**config.mk**
```make
export PLATFORM = sky130hd
export DESIGN_NAME = touch_pad_confirm_by_agreement_core
export DESIGN_NICKNAME = d
export VERILOG_FILES = /design/src/hw/rtl/tpca_pkg.sv /design/src/hw/rtl/touch_pad_confirm_by_agreement_core.sv /design/src/hw/rtl/tpca_front.sv /design/src/hw/rtl/tpca_queue.sv /design/src/hw/rtl/tpca_back.sv
export VERILOG_INCLUDE_DIRS = /design/src /design/src/hw/rtl
export SDC_FILE = /design/constraint.sdc
export NUM_CORES = 2
export LEC_CHECK = 0
export ABC_AREA = 1
export BUFFER_PORTS_ARGS = -buffer_cell sky130_fd_sc_hd__buf_4
export CORE_UTILIZATION = 43
export DETAILED_ROUTE_END_ITERATION = 8
export PLACE_DENSITY = 0.56
export SETUP_SLACK_MARGIN = 0.5
export SYNTH_ARGS = -nofsm -noshare
export SYNTH_HDL_FRONTEND = slang
export SYNTH_SLANG_ARGS = --single-unit
```
**constraint.sdc**
```tcl
create_clock -name clk_i -period 14.8 [get_ports clk_i]
set_input_delay 0.74 -clock clk_i [delete_from_list [all_inputs] [get_ports clk_i]]
set_output_delay 0.74 -clock clk_i [all_outputs]
set_load 0.01 [all_outputs]
```
**src/hw/rtl/assert_macros.svh**
```systemverilog
// Assertion helpers; empty when synthesised.
`ifndef ASSERT_MACROS_SVH
`define ASSERT_MACROS_SVH

`ifndef SYNTHESIS

`define TPCA_ASSERT_CLK(lbl, clk, rst_n, prop, msg) \
  lbl: assert property (@(posedge clk) disable iff (!rst_n) prop) else $error(msg);

`define TPCA_ASSERT(lbl, prop, msg) \
  `TPCA_ASSERT_CLK(lbl, clk_i, rst_ni, prop, msg)

`else

`define TPCA_ASSERT_CLK(lbl, clk, rst_n, prop, msg)

`define TPCA_ASSERT(lbl, prop, msg)

`endif

`endif

```
**src/hw/rtl/tpca_pkg.sv**
```systemverilog
package tpca_pkg;

  localparam int unsigned READ_W             = 22;
  localparam int unsigned MARGIN_W           = 10;
  localparam int unsigned AGREE_W            = 4;
  localparam int unsigned CFG_IDX_W          = 3;
  localparam int unsigned NUM_PADS           = 3;
  localparam int unsigned Q8_SHIFT           = 8;
  localparam int unsigned Q8_ONE             = 1 << Q8_SHIFT;
  localparam int unsigned WINDOW_SAMPLES_DEF = 8;
  localparam int unsigned QUEUE_DEPTH_DEF    = 8;
  localparam logic [READ_W-1:0]  MIN_FLOOR        = READ_W'(100);
  localparam logic [AGREE_W-1:0] AGREE_NEEDED_RST = AGREE_W'(2);

  typedef enum logic [CFG_IDX_W-1:0] {
    REG_IDLE_LEFT    = 3'd0,
    REG_IDLE_CENTER  = 3'd1,
    REG_IDLE_RIGHT   = 3'd2,
    REG_FLOOR_LEFT   = 3'd3,
    REG_FLOOR_CENTER = 3'd4,
    REG_FLOOR_RIGHT  = 3'd5,
    REG_MARGIN_Q8    = 3'd6,
    REG_AGREE_NEEDED = 3'd7
  } cfg_reg_e;

  typedef enum logic [1:0] {
    PAD_NONE   = 2'd0,
    PAD_LEFT   = 2'd1,
    PAD_CENTER = 2'd2,
    PAD_RIGHT  = 2'd3
  } pad_e;

  typedef struct packed {
    logic [NUM_PADS-1:0][READ_W-1:0] idle;
    logic [NUM_PADS-1:0][READ_W-1:0] floor_lvl;
    logic [MARGIN_W-1:0]             margin_q8;
    logic [AGREE_W-1:0]              agree_needed;
  } cfg_t;

  // Classified sample handed from front to back
  typedef struct packed {
    logic              new_window;
    pad_e              sample_pad;
    logic [READ_W-1:0] best;
  } cand_t;

endpackage

```
**src/hw/rtl/touch_pad_confirm_by_agreement_core.sv**
```systemverilog
// A request passes two classify stages, the queue write, then the output
// register before its result is valid.
// Throughput: one request per cycle while in_ready_o is high.
// in_ready_o drops only when QueueDepth requests are in flight.
// Reset (rst_ni low, asynchronous) clears the window, the queue, the credits
// and the valid flags; agree_needed returns to 2, the other settings to zero.
`include "assert_macros.svh"

module touch_pad_confirm_by_agreement_core import tpca_pkg::*; #(
  parameter int unsigned WindowSamples = WINDOW_SAMPLES_DEF,
  parameter int unsigned QueueDepth    = QUEUE_DEPTH_DEF
) (
  input  logic                 clk_i,
  input  logic                 rst_ni,
  input  logic                 in_valid_i,
  output logic                 in_ready_o,
  input  logic                 new_window_i,
  input  logic [READ_W-1:0]    reading_left_i,
  input  logic [READ_W-1:0]    reading_center_i,
  input  logic [READ_W-1:0]    reading_right_i,
  output logic                 out_valid_o,
  input  logic                 out_ready_i,
  output logic                 finished_o,
  output logic [1:0]           pad_o,
  output logic                 by_agreement_o,
  output logic [1:0]           sample_pad_o,
  input  logic                 cfg_we_i,
  input  logic [CFG_IDX_W-1:0] cfg_idx_i,
  input  logic [READ_W-1:0]    cfg_data_i
);

  localparam int unsigned CredW = $clog2(QueueDepth + 1);

  cfg_t cfg_q;

  always_ff @(posedge clk_i or negedge rst_ni) begin
    if (!rst_ni) begin
      cfg_q <= '{idle: '0, floor_lvl: '0, margin_q8: '0, agree_needed: AGREE_NEEDED_RST};
    end else if (cfg_we_i) begin
      unique case (cfg_reg_e'(cfg_idx_i))
        REG_IDLE_LEFT:    cfg_q.idle[0]      <= cfg_data_i;
        REG_IDLE_CENTER:  cfg_q.idle[1]      <= cfg_data_i;
        REG_IDLE_RIGHT:   cfg_q.idle[2]      <= cfg_data_i;
        REG_FLOOR_LEFT:   cfg_q.floor_lvl[0] <= cfg_data_i;
        REG_FLOOR_CENTER: cfg_q.floor_lvl[1] <= cfg_data_i;
        REG_FLOOR_RIGHT:  cfg_q.floor_lvl[2] <= cfg_data_i;
        REG_MARGIN_Q8:    cfg_q.margin_q8    <= cfg_data_i[MARGIN_W-1:0];
        REG_AGREE_NEEDED: cfg_q.agree_needed <= cfg_data_i[AGREE_W-1:0];
        default:          cfg_q              <= cfg_q;
      endcase
    end
  end

  // Credits cover the front stages and the queue, so the queue never overflows
  logic [CredW-1:0] credit_q, credit_d;
  logic             req, pop;

  assign in_ready_o = (credit_q < CredW'(QueueDepth));
  assign req        = in_valid_i && in_ready_o;

  always_comb begin
    credit_d = credit_q;
    if (req && !pop) begin
      credit_d = credit_q + 1'b1;
    end else if (!req && pop) begin
      credit_d = credit_q - 1'b1;
    end
  end

  always_ff @(posedge clk_i or negedge rst_ni) begin
    if (!rst_ni) begin
      credit_q <= '0;
    end else begin
      credit_q <= credit_d;
    end
  end

  logic  front_valid, q_valid;
  cand_t front_cand, q_cand;

  tpca_front u_front (
    .clk_i        (clk_i),
    .rst_ni       (rst_ni),
    .cfg_i        (cfg_q),
    .req_i        (req),
    .new_window_i (new_window_i),
    .reading_i    ({reading_right_i, reading_center_i, reading_left_i}),
    .cand_valid_o (front_valid),
    .cand_o       (front_cand)
  );

  tpca_queue #(
    .Depth (QueueDepth)
  ) u_queue (
    .clk_i   (clk_i),
    .rst_ni  (rst_ni),
    .push_i  (front_valid),
    .data_i  (front_cand),
    .pop_i   (pop),
    .valid_o (q_valid),
    .data_o  (q_cand)
  );

  tpca_back #(
    .WindowSamples (WindowSamples)
  ) u_back (
    .clk_i          (clk_i),
    .rst_ni         (rst_ni),
    .agree_needed_i (cfg_q.agree_needed),
    .cand_valid_i   (q_valid),
    .cand_i         (q_cand),
    .cand_pop_o     (pop),
    .out_ready_i    (out_ready_i),
    .out_valid_o    (out_valid_o),
    .finished_o     (finished_o),
    .pad_o          (pad_o),
    .by_agreement_o (by_agreement_o),
    .sample_pad_o   (sample_pad_o)
  );

  `TPCA_ASSERT(a_idle_result_clean,
               out_valid_o && !finished_o |-> (pad_o == PAD_NONE) && !by_agreement_o,
               "unfinished result carries a decision")
  `TPCA_ASSERT(a_agree_matches_sample,
               out_valid_o && by_agreement_o |->
                 finished_o && (pad_o == sample_pad_o) && (pad_o != PAD_NONE),
               "agreement decision differs from sample pad")
  `TPCA_ASSERT(a_result_needs_credit,
               $rose(out_valid_o) |-> $past(credit_q) != '0,
               "result produced with no request in flight")

endmodule

```
**src/hw/rtl/tpca_front.sv**
```systemverilog
module tpca_front import tpca_pkg::*; (
  input  logic                            clk_i,
  input  logic                            rst_ni,
  input  cfg_t                            cfg_i,
  input  logic                            req_i,
  input  logic                            new_window_i,
  input  logic [NUM_PADS-1:0][READ_W-1:0] reading_i,
  output logic                            cand_valid_o,
  output cand_t                           cand_o
);

  localparam int unsigned ScaleW = MARGIN_W + 1;
  localparam int unsigned MulW   = READ_W + ScaleW;

  // Stage 1: deltas and qualification
  logic [NUM_PADS-1:0][READ_W:0]   diff;
  logic [NUM_PADS-1:0][READ_W-1:0] floor_eff;
  logic [NUM_PADS-1:0][READ_W-1:0] delta_d, delta_q;
  logic [NUM_PADS-1:0]             qual_d, qual_q;
  logic                            s1_valid_q, s1_nw_q;

  always_comb begin
    for (int i = 0; i < NUM_PADS; i++) begin
      diff[i]      = {1'b0, reading_i[i]} - {1'b0, cfg_i.idle[i]};
      delta_d[i]   = diff[i][READ_W] ? '0 : diff[i][READ_W-1:0];
      floor_eff[i] = (cfg_i.floor_lvl[i] == '0) ? MIN_FLOOR : cfg_i.floor_lvl[i];
      qual_d[i]    = (cfg_i.idle[i] != '0) && (delta_d[i] >= floor_eff[i]);
    end
  end

  // Stage 2: rank best and runner-up; on a tie the lower pad leads
  logic [READ_W-1:0] best_d, second_d, s2_best_q, s2_second_q;
  logic              hb_d, hs_d, s2_hb_q, s2_hs_q;
  pad_e              bidx_d, s2_bidx_q;
  logic              s2_valid_q, s2_nw_q;

  always_comb begin
    best_d   = '0;
    second_d = '0;
    hb_d     = 1'b0;
    hs_d     = 1'b0;
    bidx_d   = PAD_NONE;
    for (int i = 0; i < NUM_PADS; i++) begin
      if (qual_q[i]) begin
        if (!hb_d || delta_q[i] > best_d) begin
          if (hb_d) begin
            second_d = best_d;
            hs_d     = 1'b1;
          end
          best_d = delta_q[i];
          bidx_d = pad_e'(2'(i + 1));
          hb_d   = 1'b1;
        end else if (!hs_d || delta_q[i] > second_d) begin
          second_d = delta_q[i];
          hs_d     = 1'b1;
        end
      end
    end
  end

  always_ff @(posedge clk_i or negedge rst_ni) begin
    if (!rst_ni) begin
      s1_valid_q <= 1'b0;
      s2_valid_q <= 1'b0;
    end else begin
      s1_valid_q <= req_i;
      s2_valid_q <= s1_valid_q;
    end
  end

  always_ff @(posedge clk_i) begin
    if (req_i) begin
      s1_nw_q <= new_window_i;
      delta_q <= delta_d;
      qual_q  <= qual_d;
    end
    if (s1_valid_q) begin
      s2_nw_q     <= s1_nw_q;
      s2_best_q   <= best_d;
      s2_second_q <= second_d;
      s2_hb_q     <= hb_d;
      s2_hs_q     <= hs_d;
      s2_bidx_q   <= bidx_d;
    end
  end

  // Stage 3: margin check best*256 >= second*(256+margin), written to the queue
  logic [ScaleW-1:0] scale;
  logic [MulW-1:0]   prod, lhs;
  logic              margin_ok;

  always_comb begin
    scale     = {1'b0, cfg_i.margin_q8} + ScaleW'(Q8_ONE);
    prod      = MulW'(s2_second_q) * MulW'(scale);
    lhs       = MulW'({s2_best_q, {Q8_SHIFT{1'b0}}});
    margin_ok = (cfg_i.margin_q8 == '0) || !s2_hs_q || (lhs >= prod);
  end

  assign cand_valid_o      = s2_valid_q;
  assign cand_o.new_window = s2_nw_q;
  assign cand_o.sample_pad = (s2_hb_q && margin_ok) ? s2_bidx_q : PAD_NONE;
  assign cand_o.best       = s2_best_q;

endmodule

```
**src/hw/rtl/tpca_queue.sv**
```systemverilog
module tpca_queue import tpca_pkg::*; #(
  parameter int unsigned Depth = QUEUE_DEPTH_DEF
) (
  input  logic  clk_i,
  input  logic  rst_ni,
  input  logic  push_i,
  input  cand_t data_i,
  input  logic  pop_i,
  output logic  valid_o,
  output cand_t data_o
);

  localparam int unsigned PtrW = (Depth > 1) ? $clog2(Depth) : 1;
  localparam int unsigned CntW = $clog2(Depth + 1);

  cand_t            mem_q [Depth];
  logic [PtrW-1:0]  wr_ptr_q, wr_ptr_d, rd_ptr_q, rd_ptr_d;
  logic [CntW-1:0]  cnt_q, cnt_d;

  always_comb begin
    wr_ptr_d = wr_ptr_q;
    rd_ptr_d = rd_ptr_q;
    cnt_d    = cnt_q;
    if (push_i) begin
      wr_ptr_d = (wr_ptr_q == PtrW'(Depth - 1)) ? '0 : wr_ptr_q + 1'b1;
    end
    if (pop_i) begin
      rd_ptr_d = (rd_ptr_q == PtrW'(Depth - 1)) ? '0 : rd_ptr_q + 1'b1;
    end
    if (push_i && !pop_i) begin
      cnt_d = cnt_q + 1'b1;
    end else if (!push_i && pop_i) begin
      cnt_d = cnt_q - 1'b1;
    end
  end

  always_ff @(posedge clk_i or negedge rst_ni) begin
    if (!rst_ni) begin
      wr_ptr_q <= '0;
      rd_ptr_q <= '0;
      cnt_q    <= '0;
    end else begin
      wr_ptr_q <= wr_ptr_d;
      rd_ptr_q <= rd_ptr_d;
      cnt_q    <= cnt_d;
    end
  end

  always_ff @(posedge clk_i) begin
    if (push_i) begin
      mem_q[wr_ptr_q] <= data_i;
    end
  end

  assign valid_o = (cnt_q != '0);
  assign data_o  = mem_q[rd_ptr_q];

endmodule

```
**src/hw/rtl/tpca_back.sv**
```systemverilog
module tpca_back import tpca_pkg::*; #(
  parameter int unsigned WindowSamples = WINDOW_SAMPLES_DEF
) (
  input  logic               clk_i,
  input  logic               rst_ni,
  input  logic [AGREE_W-1:0] agree_needed_i,
  input  logic               cand_valid_i,
  input  cand_t              cand_i,
  output logic               cand_pop_o,
  input  logic               out_ready_i,
  output logic               out_valid_o,
  output logic               finished_o,
  output logic [1:0]         pad_o,
  output logic               by_agreement_o,
  output logic [1:0]         sample_pad_o
);

  localparam int unsigned CntW = $clog2(WindowSamples + 1);

  logic [CntW-1:0]    sample_cnt_q, sample_cnt_d;
  pad_e               agree_pad_q, agree_pad_d;
  logic [AGREE_W-1:0] agree_cnt_q, agree_cnt_d;
  pad_e               best_pad_q, best_pad_d;
  logic [READ_W-1:0]  best_delta_q, best_delta_d;
  logic               best_valid_q, best_valid_d;

  logic               out_valid_q, out_valid_d;
  logic               finished_q, by_agreement_q;
  pad_e               pad_q, sample_pad_q;

  logic               fin;
  logic               by_agr;
  pad_e               dec_pad;
  logic               pop;

  assign pop = cand_valid_i && (!out_valid_q || out_ready_i);

  always_comb begin
    sample_cnt_d = sample_cnt_q;
    agree_pad_d  = agree_pad_q;
    agree_cnt_d  = agree_cnt_q;
    best_pad_d   = best_pad_q;
    best_delta_d = best_delta_q;
    best_valid_d = best_valid_q;
    fin          = 1'b0;
    by_agr       = 1'b0;
    dec_pad      = PAD_NONE;

    if (cand_i.new_window) begin
      sample_cnt_d = '0;
      agree_pad_d  = PAD_NONE;
      agree_cnt_d  = '0;
      best_pad_d   = PAD_NONE;
      best_delta_d = '0;
      best_valid_d = 1'b0;
    end

    if (cand_i.sample_pad != PAD_NONE) begin
      if (cand_i.sample_pad == agree_pad_d) begin
        if (agree_cnt_d != '1) begin
          agree_cnt_d = agree_cnt_d + 1'b1;
        end
      end else begin
        agree_pad_d = cand_i.sample_pad;
        agree_cnt_d = AGREE_W'(1);
      end
      if (!best_valid_d || cand_i.best > best_delta_d) begin
        best_delta_d = cand_i.best;
        best_pad_d   = cand_i.sample_pad;
        best_valid_d = 1'b1;
      end
      if (agree_cnt_d >= agree_needed_i) begin
        fin     = 1'b1;
        by_agr  = 1'b1;
        dec_pad = agree_pad_d;
      end
    end else begin
      agree_pad_d = PAD_NONE;
      agree_cnt_d = '0;
    end

    // Window end; the count never passes the window length
    if (!fin) begin
      sample_cnt_d = sample_cnt_d + 1'b1;
      if (sample_cnt_d == CntW'(WindowSamples)) begin
        fin     = 1'b1;
        dec_pad = best_valid_d ? best_pad_d : PAD_NONE;
      end
    end

    if (fin) begin
      sample_cnt_d = '0;
      agree_pad_d  = PAD_NONE;
      agree_cnt_d  = '0;
      best_pad_d   = PAD_NONE;
      best_delta_d = '0;
      best_valid_d = 1'b0;
    end
  end

  always_comb begin
    out_valid_d = out_valid_q;
    if (pop) begin
      out_valid_d = 1'b1;
    end else if (out_ready_i) begin
      out_valid_d = 1'b0;
    end
  end

  always_ff @(posedge clk_i or negedge rst_ni) begin
    if (!rst_ni) begin
      sample_cnt_q <= '0;
      agree_pad_q  <= PAD_NONE;
      agree_cnt_q  <= '0;
      best_pad_q   <= PAD_NONE;
      best_delta_q <= '0;
      best_valid_q <= 1'b0;
      out_valid_q  <= 1'b0;
    end else begin
      out_valid_q <= out_valid_d;
      if (pop) begin
        sample_cnt_q <= sample_cnt_d;
        agree_pad_q  <= agree_pad_d;
        agree_cnt_q  <= agree_cnt_d;
        best_pad_q   <= best_pad_d;
        best_delta_q <= best_delta_d;
        best_valid_q <= best_valid_d;
      end
    end
  end

  always_ff @(posedge clk_i) begin
    if (pop) begin
      finished_q     <= fin;
      pad_q          <= dec_pad;
      by_agreement_q <= by_agr;
      sample_pad_q   <= cand_i.sample_pad;
    end
  end

  assign cand_pop_o     = pop;
  assign out_valid_o    = out_valid_q;
  assign finished_o     = finished_q;
  assign pad_o          = pad_q;
  assign by_agreement_o = by_agreement_q;
  assign sample_pad_o   = sample_pad_q;

endmodule

```
# Word level (Yosys, flattened, before mapping)
# Memories as Yosys holds them, arrays and structs flattened.
# Index checks and enable logic that the tools add are counted.
dict set report classes {
  order_cmp 10
  mul 1
  addsub 12
  mux 80
  eq_ne 12
  n_reduce_logical 47
}
# cell n
set op_table {}
lappend op_table {{two-way mux 22 bit} 22}
lappend op_table {{greater-than comparator 22 bit} 4}
lappend op_table {{subtractor 22 x 22 -> 23 bit} 3}
lappend op_table {{greater-or-equal comparator 22 bit} 3}
lappend op_table {{zero test 22 bit} 3}
lappend op_table {{nonzero test 22 bit} 3}
lappend op_table {{two-way mux 4 bit} 13}
lappend op_table {{two-way mux 2 bit} 18}
lappend op_table {{greater-or-equal comparator 30 x 33 -> 1 bit} 1}
lappend op_table {{multiplier 22 x 11 -> 33 bit} 1}
lappend op_table {{two-way mux 1 bit} 25}
lappend op_table {{equality test 3 bit (second input constant)} 6}
lappend op_table {{adder 4 x 1 -> 4 bit (second input constant)} 4}
lappend op_table {{AND reduction 2 bit} 8}
lappend op_table {{adder 10 x 9 -> 11 bit (second input constant)} 1}
lappend op_table {{logical AND 1 bit} 10}
lappend op_table {{zero test 10 bit} 1}
lappend op_table {{zero test 1 bit} 9}
lappend op_table {{nonzero test 2 bit} 4}
lappend op_table {{subtractor 4 x 1 -> 4 bit (second input constant)} 2}
lappend op_table {{logical OR 1 bit} 7}
lappend op_table {{adder 3 x 1 -> 3 bit (second input constant)} 2}
lappend op_table {{equality test 3 x 2 -> 1 bit (second input constant)} 2}
lappend op_table {{two-way mux 3 bit} 2}
lappend op_table {{other kinds (8)} 8}
dict set report totals {
  output_inout_bits 8
  memories 1
  reg_bits 323
  ram_bits 200
}
# name depth width read_ports rd_clocked_by_memory_dff write_ports line_no
set memory_table {}
lappend memory_table {u_queue.mem_q 8 25 1 0 1 tpca_queue.sv:16} ;# cand_t mem_q [Depth];

# Logic depth before layout (Yosys ltp)
# An unclocked memory read counts as a cell.
dict set report logic_depth {
  depth_word 11
  ltp_mapped 40
  ltp_nobuf 40
}

# Cells and area by module
# Synthesis repeated with hierarchy kept, for this count alone.
dict set report unflattened {
  cells_unflattened 4772
  hier_area_um2 39162.6
}
# module seq_area_each_um2 area_per_inst_um2 instances cells_each
set modules_own_cells {}
lappend modules_own_cells {tpca_front 3623.5 21240.4 1 2904}
lappend modules_own_cells {tpca_queue 6256.0 9163.8 1 942}
lappend modules_own_cells {touch_pad_confirm_by_agreement_core 3754.9 5795.6 1 538}
lappend modules_own_cells {tpca_back 1081.0 2962.8 1 388}

# Worst setup path before layout
# OpenSTA, ideal clock, no wires.
dict set report synth_timing {
  path_type {flip-flop to flip-flop}
  start {register cfg_q[12] (netlist name)}
  end {memory u_queue.mem_q[0][22] (netlist name) (data pin)}
  path_stages_with_launch 33
  required_time_ns 14.595
  path_buffers 1
  setup_ns 0.205
  path_slack_ns 8.038
  arrival_time_ns 6.557
  cell_sequence {dfrtp_1 -> clkinv_1 -> ha_1 -> clkbuf_1 -> nand2_1 -> fa_1 -> fa_1 -> inv_1 -> fa_1 -> fa_1 -> inv_1 -> fa_1 -> inv_1 -> ha_1 -> a21oi_1 -> o21ai_0 -> o21bai_1 -> a21oi_1 -> o21ai_0 -> xor2_1 -> ha_1 -> nand2_1 -> nor4_1 -> nand2_1 -> nand2_1 -> nand2_1 -> nand2_1 -> nand2_1 -> nand2_1 -> nand2_1 -> nand2_1 -> nand2_1 -> nor2_1}
}
# element line_no
set synth_lines {}
lappend synth_lines {{from (decl)} touch_pad_confirm_by_agreement_core.sv:34} ;# cfg_t cfg_q;
lappend synth_lines {{from (signal assigned)} touch_pad_confirm_by_agreement_core.sv:38} ;# cfg_q <= '{idle: '0, floor_lvl: '0, margin_q8: '0, agree_needed: AGREE_NEEDED_RST};
lappend synth_lines {{from (signal assigned)} touch_pad_confirm_by_agreement_core.sv:49} ;# default: cfg_q <= cfg_q;
lappend synth_lines {{to (decl)} tpca_queue.sv:16}

==> impl_metrics.tcl <==
set metrics [dict create \
    hp-class "in2async" \
    setup_viol 0 \
    worstPathRequired_ns 15.18 \
    grt_util_met2 0.413 \
    portBuffers 104 \
    vias 29700 \
    synth_edf_count 325 \
    postCtsHoldBufs 0 \
    cp_slowest_stage_delay_ns 0.93 \
    post_drt_via_cell_ratio 5.16 \
    layout_common_cells "1,132 x nand2_1, 703 x inv_1, 331 x ha_1, 325 x edfxtp_1, 312 x nor2_1" \
    cts_sinks 523 \
    fin_crit_ns 8.27 \
    cp_slowest_cell "ha_1" \
    slew_headroom 0.300 \
    clock.fmax_ghz 0.121 \
    cpMostUsedCell "nand2_1" \
    fin_util 0.482 \
    ctsLongestPathBuffers 3 \
    cts_tree "built" \
    die_x_um 299 \
    die_area_um2 89400 \
    synth_cell_types 54 \
    syn_inst 4506 \
    crit_fanout 22 \
    ant_nets 0 \
    drc 0 \
    drt_iter0_markers 1867 \
    die-height_um 299 \
    coreArea_um2 87000 \
    worstPathArrival_ns 8.65 \
    rows 108 \
    final_common_cell "nand2_1" \
    antenna_found_initial 1 \
    hold_violations 0 \
    async_reset_ff_frac 0.379 \
    worst_setup_path_start_kind "flip-flop" \
    synth_top_area_share 0.257 \
    htreeDepth 2 \
    drt-pass1-iter-count 6 \
    synth_area_leader_cell "edfxtp_1" \
    status "completed" \
    grt_pass1_wl_um 165000 \
    grt_pass1_vias 29400 \
    yosysSeqAreaShare 0.388 \
    gp_congestion 0.900 \
    grt-ovfl-total 0 \
    syn-num-nets 5118 \
    nNetsFinal 5158 \
    timing.setup.tns_ns 0 \
    post-dp-hpwl_um 77400 \
    grtUsageMet1 0.309 \
    wire_per_inst_um 18.1 \
    postCtsSetupRepairBufs 0 \
    synth_flop_cell "edfxtp_1" \
    grt_usage 0.235 \
    tightestPinTransition_ns 1.05 \
    rsz0062_at_grt "false" \
    grtUsageMet3 0.0214 \
    final_layout_size_suffix_gt1_frac 0.0657 \
    synth_area_per_cell_um2 8.42 \
    drv_cap 0 \
    critPathKind "reg2reg" \
    busiest_layer "met2" \
    initial_core_util 0.436 \
    path_clk_slew_ns 0.06 \
    finalWirelength_um 104000 \
    grt_max_degree 88 \
    period_share 0.559 \
    syn_area_um2 37900 \
    ys_warn_count 0 \
    drv_slew 0 \
    synth_area_leaders "edfxtp_1 26%, dfrtp_1 13%, nand2_1 11%, ha_1 11%, fa_1 9.7%" \
    cts_resized 0 \
    endpoint_kind "flip-flop" \
    insertion_delay_ns 0.65 \
    fillers 8575 \
    area_delta_synth_final_pct 10.5 \
    cts_root_buffer "clkbuf_16" \
    skew_ns 0.0461 \
    cts_buffers 59 \
    pin_count 105 \
    synth-seq-cells 523 \
]
[layout make-up]
class,count,area (um2),area share
Multi-Input combinational cell,3113,19900,0.475
Timing Repair Buffer,139,1050,0.0251
Clock inverter,41,577,0.0138
Sequential cell,523,14700,0.351
Inverter,710,2670,0.0636
Tap cell,1155,1450,0.0345
Clock buffer,70,1550,0.0370
Antenna cell,1,2.50,0.0000597
[through the flow]
| stage | hold slack (ns) | cells | worst slack (ns) | instance area, um2 |
|---|---|---|---|---|
| floorplan | 0.400 | 4506 | 8.04 | 37900 |
| global placement | 0.417 | 5640 | 6.71 | 39800 |
| CTS | 0.122 | 5751 | 6.47 | 41900 |
| global route | 0.162 | 5751 | 5.73 | 41900 |
| finish | 0.109 | 5752 | 6.53 | 41900 |
| detailed placement | 0.427 | 5640 | 6.52 | 39800 |
[worst paths after layout]
| kind | start | to | slack, ns | cells after the start |
|---|---|---|---|---|
| setup / recovery | cfg_q[12]$_DFFE_PN0P_ | u_queue.mem_q[6][23]$_DFFE_PP_ | 6.53 | 31 |
| hold reg to reg | u_front.s1_nw_q$_DFFE_PP_ | u_front.s2_nw_q$_DFFE_PP_ | 0.43 | 0 |
| min in group clk_i | new_window_i | u_front.s1_nw_q$_DFFE_PP_ | 0.28 | 1 |
| hold / removal | rst_ni | cfg_q[130]$_DFFE_PN0P_ | 0.11 | 1 |
| max in group asynchronous | rst_ni | u_queue.rd_ptr_q[0]$_DFFE_PN0P_ | 12.61 | 3 |
| setup reg to reg | cfg_q[12]$_DFFE_PN0P_ | u_queue.mem_q[6][23]$_DFFE_PP_ | 6.53 | 31 |
[cells in the mapped netlist (4+ instances only)]
cell type	instances
or2_2	11
xnor2_1	37
o211ai_1	8
buf_2	24
nand2_1	1132
o22ai_1	37
fa_1	184
nor4_1	37
nand2_2	13
a21o_1	9
a22oi_1	7
o21ai_1	32
nand4_1	53
o21ai_2	13
o21bai_1	17
buf_1	7
edfxtp_1	325
clkbuf_1	122
xor2_1	39
o221ai_1	5
a21oi_1	257
inv_2	6
inv_1	703
o21a_1	12
nor3_1	24
nor2_1	321
dfrtp_1	197
a211oi_1	9
or2_1	4
nand3_1	167
nand3b_1	12
ha_1	331
o21ai_0	302
a31oi_1	6
and2_1	9
[cell families (layout without fill, tap and decap cells)]
kind of cell	after synthesis	count (layout)	synth area share
adder cells (fa/ha/maj)	515	515	0.206
other	0	1	0
AND/OR/NAND/NOR	1791	1791	0.194
buffers and inverters	870	960	0.0882
multiplexers	1	1	0.000297
flip-flops	523	523	0.388
XOR/XNOR	76	76	0.0175
AO/OA/AOI/OAI	730	730	0.105
[metal layers]
| metal | wire (um) | up-vias | share of wire |
|---|---|---|---|
| met5 | 0 | - | 0 |
| met4 | 2830 | 0 | 0.027 |
| met3 | 3460 | 136 | 0.033 |
| met2 | 51600 | 546 | 0.50 |
| met1 | 45900 | 14300 | 0.44 |
| li1 | - | 14700 | - |
[critical path, delay by kind of cell (launching register included)]
family                     cells  cell delay, ns
and+or+nand+nor               13            1.36
adders and majority gates      8            4.22
buffers and inverters          4            0.60
DFF                            1            0.71
AOI/OAI and AO/OA              5            0.92
xor gates and xnor gates       1            0.17
[registers in the layout, summed over array words and instances, names as in the netlist, 4 cells and up]
register	cells
cfg_q	146
u_front.s2_best_q	22
u_back.sample_cnt_q	4
u_back.best_delta_q	22
u_queue.cnt_q	4
u_back.agree_cnt_q	4
u_front.delta_q	66
u_front.s2_second_q	22
credit_q	4
u_queue.mem_q	200
Power is not shown: default switching activity piles up to over one toggle a cycle in this logic, so the estimate is an artifact.
